### config.mk
export PLATFORM = sky130hd
export DESIGN_NAME = co2_baseline_recalibration_fsm
export DESIGN_NICKNAME = d
export VERILOG_FILES = /design/src/co2br_pkg.sv /design/src/co2_baseline_recalibration_fsm.sv
export SDC_FILE = /design/constraint.sdc
export NUM_CORES = 1
export LEC_CHECK = 0
export BUFFER_PORTS_ARGS = -buffer_cell sky130_fd_sc_hd__buf_4
export CORE_MARGIN = 2
export CORE_UTILIZATION = 61
export CTS_CLUSTER_DIAMETER = 200
export DETAILED_ROUTE_END_ITERATION = 6
export PLACE_DENSITY = 0.84
export SETUP_SLACK_MARGIN = 0.2
export SYNTH_ARGS = -nofsm -noshare
export SYNTH_HDL_FRONTEND = slang
export SYNTH_SLANG_ARGS = --single-unit
### constraint.sdc
create_clock -name clk -period 10.05 [get_ports clk]
set_input_delay 1.005 -clock clk [delete_from_list [all_inputs] [get_ports clk]]
set_output_delay 1.005 -clock clk [all_outputs]
set_load 0.005 [all_outputs]
### src/co2br_pkg.sv
package co2br_pkg;

	localparam int unsigned PPM_W     = 16;
	localparam int unsigned CNT_W     = 32;
	localparam int unsigned FAIL_W    = 8;
	localparam int unsigned CFG_IDX_W = 3;
	localparam int unsigned IN_DATA_W  = 40;
	localparam int unsigned OUT_DATA_W = 112;

	localparam logic [PPM_W-1:0] FRC_FAIL  = 16'hFFFF;
	localparam logic [PPM_W-1:0] CORR_BIAS = 16'h8000;
	localparam logic [PPM_W-1:0] MIN_INIT  = 16'hFFFF;

	localparam logic [PPM_W-1:0] RST_BASELINE      = 16'd400;
	localparam logic [PPM_W-1:0] RST_FIRST_OFFSET  = 16'd1000;
	localparam logic [PPM_W-1:0] RST_INIT_OFFSET   = 16'd200;
	localparam logic [PPM_W-1:0] RST_STEADY_OFFSET = 16'd50;
	localparam logic [PPM_W-1:0] RST_FIRST_LEN     = 16'd12;
	localparam logic [PPM_W-1:0] RST_INIT_LEN      = 16'd144;
	localparam logic [PPM_W-1:0] RST_STEADY_LEN    = 16'd1008;

	typedef enum logic [1:0] {
		CMD_READING = 2'd0,
		CMD_MEASURE = 2'd1,
		CMD_OTHER   = 2'd2,
		CMD_RESET   = 2'd3
	} cmd_t;

	typedef enum logic [1:0] {
		PH_FIRST  = 2'd0,
		PH_INIT   = 2'd1,
		PH_STEADY = 2'd2
	} phase_t;

	typedef enum logic [2:0] {
		ST_OK         = 3'd0,
		ST_NOT_READY  = 3'd1,
		ST_SENSOR_ERR = 3'd2,
		ST_CAL_FAIL   = 3'd3,
		ST_PERIOD_END = 3'd4
	} status_t;

	typedef enum logic [CFG_IDX_W-1:0] {
		CFG_BASELINE      = 3'd0,
		CFG_FIRST_OFFSET  = 3'd1,
		CFG_INIT_OFFSET   = 3'd2,
		CFG_STEADY_OFFSET = 3'd3,
		CFG_FIRST_LEN     = 3'd4,
		CFG_INIT_LEN      = 3'd5,
		CFG_STEADY_LEN    = 3'd6
	} cfg_idx_t;

endpackage

### src/co2_baseline_recalibration_fsm.sv
// A word accepted on s_ waits in the input register and moves to the result
// register, raising m_tvalid, once that register is free.
// Throughput: one word per cycle while m_tready is high; a held result lets one
// more word into the input register, then s_tready drops until it drains.
// Reset (arst_n low, asynchronous): config registers take their defaults,
// phase first, period reloaded with the first-phase length, counters cleared.
module co2_baseline_recalibration_fsm
	import co2br_pkg::*;
(
	input  logic                  clk,
	input  logic                  arst_n,
	input  logic                  s_tvalid,
	output logic                  s_tready,
	// [0] data_ready, [1] op_ok, [17:2] co2_ppm, [33:18] frc_reply, rest zero
	input  logic [IN_DATA_W-1:0]  s_tdata,
	// [1:0] cmd
	input  logic [1:0]            s_tuser,
	output logic                  m_tvalid,
	input  logic                  m_tready,
	// [2:0] status, [3] frc_issued, [19:4] frc_target, [35:20] last_correction,
	// [67:36] frc_count, [99:68] frc_age, [107:100] fail_count, [109:108] phase
	output logic [OUT_DATA_W-1:0] m_tdata,
	input  logic                  cfg_valid,
	output logic                  cfg_ready,
	input  logic [CFG_IDX_W-1:0]  cfg_index,
	input  logic [PPM_W-1:0]      cfg_data
);

	logic [PPM_W-1:0] baseline_q, first_off_q, init_off_q, steady_off_q;
	logic [PPM_W-1:0] first_len_q, init_len_q, steady_len_q;

	phase_t            phase_q;
	logic [PPM_W-1:0]  left_q, min_q, corr_q;
	logic              spent_q;
	logic [FAIL_W-1:0] fail_q;
	logic [CNT_W-1:0]  total_q, age_q;

	logic              valid_s1;
	cmd_t              cmd_s1;
	logic              ready_s1, ok_s1;
	logic [PPM_W-1:0]  co2_s1, reply_s1;

	logic              out_valid_q;
	logic [OUT_DATA_W-1:0] out_data_q;
	logic              advance;

	phase_t            n_phase, ph_next;
	logic [PPM_W-1:0]  n_left, n_min, n_corr, min_new;
	logic              n_spent;
	logic [FAIL_W-1:0] n_fail, fail_inc;
	logic [CNT_W-1:0]  n_total, n_age;
	status_t           status;
	logic              issued;
	logic [PPM_W-1:0]  target;

	logic [PPM_W-1:0]  lim_cur, lim_new, len_new, diff, below_tgt, shift, end_tgt;
	logic              below, over;

	function automatic logic [PPM_W-1:0] sel3(phase_t ph, logic [PPM_W-1:0] a,
			logic [PPM_W-1:0] b, logic [PPM_W-1:0] c);
		logic [PPM_W-1:0] r;
		unique case (ph)
			PH_FIRST: r = a;
			PH_INIT:  r = b;
			default:  r = c;
		endcase
		return r;
	endfunction

	assign advance   = valid_s1 && (!out_valid_q || m_tready);
	assign s_tready  = !valid_s1 || advance;
	assign cfg_ready = 1'b1;
	assign m_tvalid  = out_valid_q;
	assign m_tdata   = out_data_q;

	always_comb begin
		unique case (phase_q)
			PH_FIRST: ph_next = PH_INIT;
			default:  ph_next = PH_STEADY;
		endcase
		lim_cur   = sel3(phase_q, first_off_q, init_off_q, steady_off_q);
		lim_new   = sel3(ph_next, first_off_q, init_off_q, steady_off_q);
		len_new   = sel3(ph_next, first_len_q, init_len_q, steady_len_q);
		below     = co2_s1 < baseline_q;
		diff      = baseline_q - co2_s1;
		below_tgt = (diff > lim_cur) ? co2_s1 + lim_cur : baseline_q;
		min_new   = (co2_s1 < min_q) ? co2_s1 : min_q;
		over      = (min_new < baseline_q) || ((min_new - baseline_q) > lim_new);
		shift     = over ? lim_new : min_new - baseline_q;
		end_tgt   = co2_s1 - shift;
		fail_inc  = (fail_q != '1) ? fail_q + 1'b1 : fail_q;

		n_phase = phase_q;
		n_left  = left_q;
		n_min   = min_q;
		n_spent = spent_q;
		n_fail  = fail_q;
		n_age   = age_q;
		status  = ST_OK;
		issued  = 1'b0;
		target  = '0;

		unique case (cmd_s1)
			CMD_READING: begin
				if (!ready_s1) begin
					status = ST_NOT_READY;
				end else if (!ok_s1 || co2_s1 == '0) begin
					n_fail = fail_inc;
					status = ST_SENSOR_ERR;
				end else begin
					n_fail = '0;
					n_min  = min_new;
					n_age  = age_q + 1'b1;
					if (below) begin
						n_spent = 1'b1;
						issued  = 1'b1;
						target  = below_tgt;
					end
					if (below && reply_s1 == FRC_FAIL) begin
						status = ST_CAL_FAIL;
					end else if (left_q <= 16'd1) begin
						n_phase = ph_next;
						n_left  = len_new;
						n_min   = MIN_INIT;
						if (below || spent_q) begin
							n_spent = 1'b0;
						end else begin
							issued = 1'b1;
							target = end_tgt;
							n_age  = '0;
							if (reply_s1 == FRC_FAIL)
								status = ST_CAL_FAIL;
						end
					end else begin
						n_left = left_q - 1'b1;
					end
				end
			end
			CMD_MEASURE: begin
				if (!ok_s1) begin
					n_fail = fail_inc;
					status = ST_SENSOR_ERR;
				end else if (left_q <= 16'd1) begin
					status = ST_PERIOD_END;
				end else begin
					n_fail = '0;
				end
			end
			CMD_OTHER: begin
				if (!ok_s1) begin
					n_fail = fail_inc;
					status = ST_SENSOR_ERR;
				end else begin
					n_fail = '0;
				end
			end
			default: begin
				n_phase = PH_FIRST;
				n_spent = 1'b0;
				n_min   = MIN_INIT;
				n_left  = first_len_q;
				n_fail  = '0;
			end
		endcase

		n_total = issued ? total_q + 1'b1 : total_q;
		n_corr  = issued ? reply_s1 - CORR_BIAS : corr_q;
	end

	always_ff @(posedge clk or negedge arst_n) begin
		if (!arst_n) begin
			baseline_q   <= RST_BASELINE;
			first_off_q  <= RST_FIRST_OFFSET;
			init_off_q   <= RST_INIT_OFFSET;
			steady_off_q <= RST_STEADY_OFFSET;
			first_len_q  <= RST_FIRST_LEN;
			init_len_q   <= RST_INIT_LEN;
			steady_len_q <= RST_STEADY_LEN;
		end else if (cfg_valid && cfg_ready) begin
			unique case (cfg_idx_t'(cfg_index))
				CFG_BASELINE:      baseline_q   <= cfg_data;
				CFG_FIRST_OFFSET:  first_off_q  <= cfg_data;
				CFG_INIT_OFFSET:   init_off_q   <= cfg_data;
				CFG_STEADY_OFFSET: steady_off_q <= cfg_data;
				CFG_FIRST_LEN:     first_len_q  <= cfg_data;
				CFG_INIT_LEN:      init_len_q   <= cfg_data;
				CFG_STEADY_LEN:    steady_len_q <= cfg_data;
				default: ;
			endcase
		end
	end

	always_ff @(posedge clk or negedge arst_n) begin
		if (!arst_n) begin
			valid_s1    <= 1'b0;
			out_valid_q <= 1'b0;
			phase_q     <= PH_FIRST;
			left_q      <= RST_FIRST_LEN;
			min_q       <= MIN_INIT;
			spent_q     <= 1'b0;
			fail_q      <= '0;
			total_q     <= '0;
			age_q       <= '0;
			corr_q      <= '0;
		end else begin
			if (s_tready)
				valid_s1 <= s_tvalid;
			if (advance) begin
				out_valid_q <= 1'b1;
				phase_q     <= n_phase;
				left_q      <= n_left;
				min_q       <= n_min;
				spent_q     <= n_spent;
				fail_q      <= n_fail;
				total_q     <= n_total;
				age_q       <= n_age;
				corr_q      <= n_corr;
			end else if (m_tready) begin
				out_valid_q <= 1'b0;
			end
		end
	end

	always_ff @(posedge clk) begin
		if (s_tvalid && s_tready) begin
			cmd_s1   <= cmd_t'(s_tuser);
			ready_s1 <= s_tdata[0];
			ok_s1    <= s_tdata[1];
			co2_s1   <= s_tdata[17:2];
			reply_s1 <= s_tdata[33:18];
		end
		if (advance)
			out_data_q <= {2'b00, n_phase, n_fail, n_age, n_total, n_corr, target,
				issued, status};
	end

endmodule

==> results.sh, run 1 <==
export IMPL_worstMarginPinSlew_ps=1140
export IMPL_synth_flop_cell="dfrtp_1"
export IMPL_critPathLaunchType="flop"
export IMPL_async_reset_ff_share_pct=61.88
export IMPL_layout_drive_gt1_share_pct=20.12
export IMPL_dr_pass1_iters=7
export IMPL_final_hold_violation_count=0
export IMPL_routedWlPerCell_microns=19.18
export IMPL_seqPwrFrac_pct=33.8
export IMPL_maxSlewHeadroom_pct=23.91
export IMPL_yosys_warnings=0
export IMPL_cts_buffers=40
export IMPL_drcViolationCount=0
export IMPL_fin_tns_setup_ps=0
export IMPL_ys_seq_area_share_pct=48.83
export IMPL_routed_wl_met2_microns=24780
export IMPL_rsz0062_at_grt="false"
export IMPL_first_global_vias=15812
export IMPL_routed_wl_microns=51330
export IMPL_drv_cap=0
export IMPL_setup_viol=0
export IMPL_wl_met3_microns=3221
export IMPL_vias=16022
export IMPL_synth_area_leader_cell="dfrtp_1"
export IMPL_critPathArrivalTime_ps=9160
export IMPL_finalInstanceArea_sq_um=24410
export IMPL_via_per_inst=5.985
export IMPL_clock_fmax_mhz=112.3
export IMPL_drt_iter0_markers=1256
export IMPL_hold_ws_ps=470.4
export IMPL_irDropWorstVdd_uv=150.4
export IMPL_p_comb_share_pct=40.4
export IMPL_die_x_microns=190.6
export IMPL_cts_resized_gates=0
export IMPL_crit_type="reg2reg"
export IMPL_internal_power_mw=3.906
export IMPL_worstPathRequired_ps=10300
export IMPL_end_kind="flop"
export IMPL_skew_ps=18.49
export IMPL_critPathMostFrequentCell="a21oi_1"
export IMPL_wl_met1_microns=20900
export IMPL_syn_instance_count=2031
export IMPL_clk_pin_slew_ps=60
export IMPL_max_stage_delay_ps=560
export IMPL_fin_crit_ps=8908
export IMPL_dp_hpwl_microns=36150
export IMPL_sw_frac_of_total_pct=35.89
export IMPL_synth_seq_cells=383
export IMPL_fp_row_count=68
export IMPL_antenna_cells=0
export IMPL_overflow=0
export IMPL_initial_core_util_pct=61.77
export IMPL_fin_crit_sh_pct=88.64
export IMPL_synth_avg_cell_area_sq_um=10.45
export IMPL_synth_edf_count=146
export IMPL_coreArea_sq_um=34370
export IMPL_clock_path_buffers=3
export IMPL_crit_slowest_cell="edfxtp_1"
export IMPL_ant_nets=0
export IMPL_largest_register_ffs=110
export IMPL_yosysUniqueCellTypes=77
export IMPL_gr_usage_all_layers_pct=28.50
export IMPL_area_growth_synth_to_final_pct=14.99
export IMPL_dieArea_sq_um=36320
export IMPL_clk_latency_ps=560
export IMPL_critPathMaxFanout=9
export IMPL_switchingPower_mw=2.187
export IMPL_clock_sinks=383
export IMPL_synth_area_leaders="dfrtp_1 23%, edfxtp_1 21%, ha_1 7.0%, mux2_2 6.3%, dfstp_2 5.3%"
export IMPL_nFillCells=2432
export IMPL_syn_area_sq_um=21230
export IMPL_status="complete, no violations"
export IMPL_power_density_nw_per_um2=249.6
export IMPL_top_layer_used="met5"
export IMPL_synth_top_area_share_pct=22.86
export IMPL_hold_path_class="reg2reg"
export IMPL_die_height_microns=190.6
export IMPL_pin_count=181
export IMPL_p_leak_nw=10.86
export IMPL_htreeDepth=2
export IMPL_drv_slew=0
export IMPL_numPortBuffers=171
export IMPL_cts_tree="yes"
export IMPL_grt_max_degree=107
export IMPL_root_buffer="clkbuf_16"
export IMPL_antenna_found_initial=1
export IMPL_clockPowerShare_pct=25.7
export IMPL_globalplace_congestion=0.9318
export IMPL_post_cts_buffers=0
export IMPL_cts_hold_fix_buffers=0
export IMPL_dpl_cell_area_sq_um=23000
export IMPL_nNetsFinal=2378
export IMPL_grt_pass1_wl_microns=81450
-- power groups by stage --
stage | clock [mW] | combinational (mW) | sequential, mW
floorplan | 0 | 1.78 | 2.04
finish | 1.57 | 2.46 | 2.06
global placement | 0 | 2.31 | 2.07
global route | 1.66 | 2.73 | 2.09
CTS | 1.59 | 2.44 | 2.06
detailed placement | 0 | 2.41 | 2.08
-- cell type report --
cell class	instances	area (sq um)	area share, %
inverters	92	350.3	1.435
well taps	455	569.3	2.332
clock buffers	57	1189	4.869
clock inverters	17	225.2	0.9225
flip-flops and latches	383	10370	42.47
repair buffers	191	1441	5.904
multi-input cells	1482	10270	42.07
-- stage by stage --
stage	power (mW)	instances	worst slack (ps)	util, %
2_1_floorplan	3.815	2032	1897	-
3_3_place_gp	4.378	2603	1678	66.92
3_5_place_dp	4.497	2603	1466	66.92
4_1_cts	6.090	2677	1301	71.03
5_1_grt	6.474	2677	593.3	71.03
6_report	6.093	2677	1142	71.03
-- metal layers --
layer	GRT usage (%)	vias up
met1	35.97	7739
met3	4.361	139
li1	-	7556
met4	14.55	2
met5	0	-
met2	47.83	586
-- cells by family (layout without fill, tap and decap cells) --
group	count (synthesis)	after routing	share of synthesized area [%]
buffers and inverters	167	357	3.052
xor gates and xnor gates	151	151	6.293
DFF	383	383	48.83
AOI/OAI and AO/OA	369	369	10.89
and+or+nand+nor	653	653	14.20
other	2	3	0.03537
muxes	184	184	9.369
adders and majority gates	122	122	7.331
-- path summary, 6_finish.rpt --
kind	to	slack (ps)	depth (start not counted)	from
min reg2reg	corr_q[1]$_DFFE_PN0P_	470	2	corr_q[1]$_DFFE_PN0P_
min in group asynchronous	corr_q[15]$_DFFE_PN0P_	500	1	arst_n
min	corr_q[1]$_DFFE_PN0P_	470	2	corr_q[1]$_DFFE_PN0P_
max	m_tdata[18]$_SDFFCE_PP0P_	1140	37	co2_s1[1]$_DFFE_PP_
max reg2reg	m_tdata[18]$_SDFFCE_PP0P_	1140	37	co2_s1[1]$_DFFE_PP_
max in group asynchronous	corr_q[0]$_DFFE_PN0P_	7930	2	arst_n
-- synthesized netlist by cell type, types with 15 or more instances --
library cell    n
dfstp_2        43
mux2_2        118
edfxtp_1      146
nand2b_1       27
xor2_1         80
xnor2_1        70
o31ai_1        24
inv_1          92
mux2i_1        66
a21o_1         33
a21oi_1       109
o21ai_0        95
nand4_1        28
nor3_1         37
and3_1         15
dfrtp_1       194
clkbuf_1       61
nand3_1        55
nor2_1        147
ha_1          118
nand2_1       271
-- worst max-delay path: cells and delay by family, from the launching register on --
kind                     cells  cell delay [ps]
AO/OA/AOI/OAI               23             4750
XOR/XNOR                     2              400
adder cells (fa/ha/maj)      6             1870
buffers and inverters        1               70
flip-flops                   1              560
multiplexers                 2              490
AND/OR/NAND/NOR              3              470
-- placed cells by master (no fill, tap or decap), types with 11 or more instances in the layout --
master,n
o22a_1,14
mux2_2,118
xnor2_1,70
and3_1,15
nor4_1,11
o22ai_1,13
xor2_1,80
ha_1,118
nand2b_1,27
dfrtp_1,194
a21o_1,33
buf_4,190
o31ai_1,23
nor3_1,35
dfstp_2,43
nand4_1,28
a21oi_1,109
nand2_1,270
mux2i_1,66
a211oi_1,11
a311oi_1,12
clkbuf_16,43
edfxtp_1,146
o21ai_0,95
nand3_1,55
inv_1,91
nor2_1,146
Note: power is estimated with default switching activity, not from simulation.
==> run 2: changes to the inputs <==
Settings changed: BUFFER_PORTS_ARGS -buffer_cell sky130_fd_sc_hd__buf_4 to default, CORE_UTILIZATION 61 to 65, DONT_BUFFER_PORTS from default to 1.
==> run 2 against run 1 <==
Effect of this change:
- clock power decreased by 5%
- fmax decreased by 0.63%
- final area fell by 5.9%
- hold slack got worse by 330 ps
- via count shrank 4.7%
- total power down 3.2%
- final cell count is 7.0% lower
- sequential cell count stayed put
- combinational power is 5% lower
- non-clock buffer count decreased by 175
- register-to-register slack worse by 60 ps
- clock skew fell by 2.7 ps
==> results.sh, run 2 (synthesis gave the netlist of run 1 again) <==
export IMPL_status="complete, no violations"
export IMPL_clk_latency_ps=560
export IMPL_hold_path_class="in2async"
export IMPL_fin_cells=2489
export IMPL_post_cts_buffers=0
export IMPL_fin_crit_sh_pct=89.19
export IMPL_timing_rr_end="m_tdata[17]$_SDFFCE_PP0P_"
export IMPL_end_kind="flop"
export IMPL_final_cell_mix="270 x nand2_1, 194 x dfrtp_1, 146 x nor2_1, 146 x edfxtp_1"
export IMPL_critPathMaxFanout=8
export IMPL_dp_cells=2415
export IMPL_clock_sinks=383
export IMPL_area_growth_synth_to_final_pct=8.250
export IMPL_fin_crit_ps=8964
export IMPL_coreArea_sq_um=32370
export IMPL_setup_viol=0
export IMPL_grt_busiest_layer="met2"
export IMPL_crit_slowest_cell="o21ai_0"
export IMPL_nNetsFinal=2204
export IMPL_numPortBuffers=0
export IMPL_overflow=0
export IMPL_drcViolationCount=0
export IMPL_critPathMostFrequentCell="a21oi_1"
export IMPL_skew_ps=15.74
export IMPL_r2r_slack_ps=1090
export IMPL_layout_drive_gt1_share_pct=13.20
export IMPL_pin_count=181
export IMPL_power_density_nw_per_um2=256.7
export IMPL_die_x_microns=184.7
export IMPL_fp_row_count=66
export IMPL_cts_hold_fix_buffers=0
export IMPL_final_hold_violation_count=0
export IMPL_dr_pass1_iters=5
export IMPL_antenna_found_initial=4
export IMPL_clk_pin_slew_ps=60
export IMPL_irDropWorstVdd_uv=160.1
export IMPL_clock_path_buffers=3
export IMPL_critPathLaunchType="flop"
export IMPL_vias=15271
export IMPL_first_global_vias=15210
export IMPL_htreeDepth=2
export IMPL_via_per_inst=6.135
export IMPL_grt_use_met1_pct=36.91
export IMPL_root_buffer="clkbuf_16"
export IMPL_initial_core_util_pct=65.59
export IMPL_largest_register_ffs=110
export IMPL_grt_pass1_wl_microns=79250
export IMPL_r2r_start="co2_s1[1]$_DFFE_PP_"
export IMPL_cts_tree="yes"
export IMPL_startpoint="co2_s1[1]$_DFFE_PP_"
export IMPL_ant_nets=0
export IMPL_clock_fmax_mhz=111.6
export IMPL_crit_type="reg2reg"
export IMPL_globalplace_congestion=0.9534
export IMPL_final_common_cell="nand2_1"
export IMPL_nFillCells=2324
export IMPL_maxSlewHeadroom_pct=24.42
export IMPL_routedWlPerCell_microns=19.90
export IMPL_cts_resized_gates=0
export IMPL_fin_tns_setup_ps=0
export IMPL_gr_usage_all_layers_pct=29.66
export IMPL_hold_ws_ps=143.3
export IMPL_dieArea_sq_um=34130
export IMPL_use_met3_pct=5.039
export IMPL_cts_buffers=41
export IMPL_die_height_microns=184.7
export IMPL_drt_iter0_markers=1182
export IMPL_max_stage_delay_ps=590
export IMPL_drv_slew=0
export IMPL_critPathArrivalTime_ps=9240
export IMPL_dp_hpwl_microns=35160
export IMPL_worstPathRequired_ps=10320
export IMPL_rsz0062_at_grt="false"
export IMPL_p_leak_nw=9.953
export IMPL_routed_wl_microns=49530
export IMPL_drv_cap=0
export IMPL_reg2reg_depth=35
export IMPL_worstMarginPinSlew_ps=1134
export IMPL_grt_max_degree=238
export IMPL_grt_util_met2_pct=49.52
-- run 2: cell types whose count changed in the layout (fill, tap and decap cells not counted), moves of 2 or more --
cell,before,now
clkinv_2,4,9
clkbuf_1,8,10
clkbuf_8,6,1
buf_4,190,16
-- run 2: power by group --
group	internal [mW]	switching, mW	total (mW)
logic	0.989	1.35	2.34
registers	1.89	0.178	2.07
clock network	0.879	0.612	1.49
total	3.76	2.14	5.90
-- run 2: per-layer routing --
| layer | vias to the layer above | part of all wire [%] |
|---|---|---|
| met5 | - | 0.065 |
| met4 | 6 | 5.3 |
| met3 | 142 | 5.1 |
| met2 | 447 | 49 |
| met1 | 7473 | 41 |
| li1 | 7203 | - |
-- run 2: final cells by class --
cell class                 instances  area (sq um)  share of cell area [%]
antenna                            1         2.502                 0.01089
clock buffer                      53          1102                   4.796
clock inverter                    20         216.5                  0.9418
inverter                          92         350.3                   1.524
multi-input combinational       1482         10270                   44.69
sequential                       383         10370                   45.11
tap                              442         553.0                   2.406
timing repair buffer              16         120.1                  0.5226
-- run 2: critical path, delay by kind of cell, from the launching register on --
kind,cells,cell delay [ps]
adder cells (fa/ha/maj),5,1660
AND/OR/NAND/NOR,4,570
multiplexers,1,200
AO/OA/AOI/OAI,23,5290
XOR/XNOR,2,380
flip-flops,1,570
-- run 2: through the flow --
stage	util, %	total power, mW	setup slack, ps	instance area, sq um
2_1_floorplan	-	3.815	1897	21240
3_3_place_gp	66.92	4.269	1600	21660
3_5_place_dp	66.92	4.381	1369	21660
4_1_cts	71.00	5.890	1251	22980
5_1_grt	71.00	6.276	487.9	22980
6_report	71.00	5.900	1086	22980
-- run 2: worst max-delay path by stage --
| stage | end | cells past startpoint |
|---|---|---|
| 2_1_floorplan | m_tdata[18]$_SDFFCE_PP0P_ | 39 |
| 3_3_place_gp | m_tdata[19]$_SDFFCE_PP0P_ | 34 |
| 3_5_place_dp | m_tdata[18]$_SDFFCE_PP0P_ | 37 |
| 4_1_cts | m_tdata[18]$_SDFFCE_PP0P_ | 37 |
| 5_1_grt | m_tdata[17]$_SDFFCE_PP0P_ | 35 |
| 6_report | m_tdata[17]$_SDFFCE_PP0P_ | 35 |
==> run 3: changes to the inputs <==
Settings changed: CORE_UTILIZATION 65 to 45, PLACE_DENSITY 0.84 to 0.63.
==> run 3 against run 2 <==
Effect of this change:
- clock power rose by 9%
- worst setup slack gained 100 ps
- utilization fell by 21 points
- highest routed layer is now met4
- wire length rose by 3.7%
- via count fell by 2.8%
- final area up 1.7%
- hold slack got worse by 2.7 ps
- non-clock buffer count is 4 higher
==> results.sh, run 3 (synthesis gave the netlist of run 1 again) <==
export IMPL_cts_buffers=43
export IMPL_drv_cap=0
export IMPL_ant_nets=0
export IMPL_gr_usage_all_layers_pct=20.95
export IMPL_grt_busiest_layer="met2"
export IMPL_dp_hpwl_microns=36630
export IMPL_power_density_nw_per_um2=257.2
export IMPL_area_growth_synth_to_final_pct=10.05
export IMPL_timing_rr_end="m_tdata[18]$_SDFFCE_PP0P_"
export IMPL_grt_use_met1_pct=27.93
export IMPL_drv_slew=0
export IMPL_crit_type="reg2reg"
export IMPL_hold_path_class="in2async"
export IMPL_nNetsFinal=2210
export IMPL_maxSlewHeadroom_pct=21.99
export IMPL_rsz0062_at_grt="false"
export IMPL_final_cell_mix="270 x nand2_1, 194 x dfrtp_1, 146 x edfxtp_1, 145 x nor2_1"
export IMPL_cts_resized_gates=0
export IMPL_initial_core_util_pct=45.61
export IMPL_r2r_start="co2_s1[1]$_DFFE_PP_"
export IMPL_routedWlPerCell_microns=19.27
export IMPL_final_common_cell="nand2_1"
export IMPL_largest_register_ffs=110
export IMPL_fin_cells=2665
export IMPL_irDropWorstVdd_uv=195.6
export IMPL_status="complete, no violations"
export IMPL_htreeDepth=2
export IMPL_critPathLaunchType="flop"
export IMPL_fin_crit_ps=8861
export IMPL_totalPowerFinal_mw=6.011
export IMPL_first_global_vias=14479
export IMPL_use_met3_pct=4.010
export IMPL_grt_max_degree=238
export IMPL_post_cts_buffers=0
export IMPL_critPathArrivalTime_ps=9130
export IMPL_setup_viol=0
export IMPL_globalplace_congestion=0.9146
export IMPL_dpl_cell_area_sq_um=21900
export IMPL_clock_path_buffers=3
export IMPL_drt_iter0_markers=1071
export IMPL_grt_pass1_wl_microns=81830
export IMPL_overflow=0
export IMPL_antenna_found_initial=0
export IMPL_reg2reg_depth=37
export IMPL_worstMarginPinSlew_ps=1170
export IMPL_crit_slowest_cell="edfxtp_1"
export IMPL_nFillCells=4168
export IMPL_critPathMostFrequentCell="a21oi_1"
export IMPL_hold_ws_ps=140.6
export IMPL_worstPathRequired_ps=10320
export IMPL_coreArea_sq_um=46560
export IMPL_fin_util_pct=50.19
export IMPL_final_hold_violation_count=0
export IMPL_grt_util_met2_pct=34.28
export IMPL_fin_crit_sh_pct=88.17
export IMPL_fin_tns_setup_ps=0
export IMPL_end_kind="flop"
export IMPL_dpl_worst_slack_ps=1395
export IMPL_finalInstanceArea_sq_um=23370
export IMPL_r2r_slack_ps=1190
export IMPL_fp_row_count=79
export IMPL_clk_latency_ps=570
export IMPL_dieArea_sq_um=48940
export IMPL_via_per_inst=5.570
export IMPL_pin_count=181
export IMPL_skew_ps=13.96
export IMPL_dp_cells=2584
export IMPL_root_buffer="clkbuf_16"
export IMPL_die_x_microns=221.2
export IMPL_die_height_microns=221.2
export IMPL_critPathMaxFanout=8
export IMPL_vias=14843
export IMPL_cts_tree="yes"
export IMPL_clock_sinks=383
export IMPL_numPortBuffers=0
export IMPL_clock_fmax_mhz=112.9
export IMPL_setup_ws_ps=1189
export IMPL_dr_pass1_iters=5
export IMPL_routed_wl_microns=51340
export IMPL_clk_pin_slew_ps=60
export IMPL_cts_hold_fix_buffers=0
export IMPL_p_leak_nw=10.05
export IMPL_layout_drive_gt1_share_pct=13.81
export IMPL_drcViolationCount=0
export IMPL_max_stage_delay_ps=560
-- run 3: cell count changes in the layout (fill, tap and decap cells not counted), moves of 2 or more --
cell	change
buf_4	+4
clkbuf_16	+2
clkbuf_8	+10
clkinv_2	-2
clkinvlp_4	-2
-- run 3: worst max-delay path by stage --
stage                               startpoint                         to  slack (ps)  depth (start not counted)
after floorplan            co2_s1[1]$_DFFE_PP_  m_tdata[18]$_SDFFCE_PP0P_        1900                         39
after global placement    min_q[9]$_DFFE_PN1P_  m_tdata[18]$_SDFFCE_PP0P_        1580                         39
after detailed placement   co2_s1[1]$_DFFE_PP_  m_tdata[18]$_SDFFCE_PP0P_        1400                         37
after CTS                  co2_s1[1]$_DFFE_PP_  m_tdata[18]$_SDFFCE_PP0P_        1300                         37
after global routing       co2_s1[1]$_DFFE_PP_  m_tdata[18]$_SDFFCE_PP0P_         690                         37
final                      co2_s1[1]$_DFFE_PP_  m_tdata[18]$_SDFFCE_PP0P_        1190                         37
-- run 3: worst max-delay path, delay by kind of cell, from the launching register on --
kind / cells / cell delay [ps]
AOI/OAI and AO/OA: 23 / 4750
buffers and inverters: 1 / 60
xor gates and xnor gates: 2 / 380
and+or+nand+nor: 3 / 470
muxes: 2 / 480
DFF: 1 / 560
adders and majority gates: 6 / 1880
-- run 3: final cells by class --
class	instances	area [sq um]	share of cell area, %
antenna	1	2.502	0.01071
clock buffer	64	1286	5.505
clock inverter	16	175.2	0.7497
inverter	92	350.3	1.499
multi-input combinational	1482	10270	43.97
sequential	383	10370	44.37
tap	607	759.5	3.250
timing repair buffer	20	150.1	0.6426
-- run 3: layer usage --
layer,part of all wire (%),vias to the layer above,wire [microns]
met4,3.3,0,1713
li1,-,7207,-
met2,47,325,24200
met3,4.9,90,2529
met1,45,7221,22900
met5,0,-,0
-- run 3: report_power, final --
| group | switching (mW) | internal, mW | leakage [nW] |
|---|---|---|---|
| combinational | 1.33 | 0.998 | 4.94 |
| sequential | 0.171 | 1.89 | 4.39 |
| clock | 0.651 | 0.965 | 0.725 |
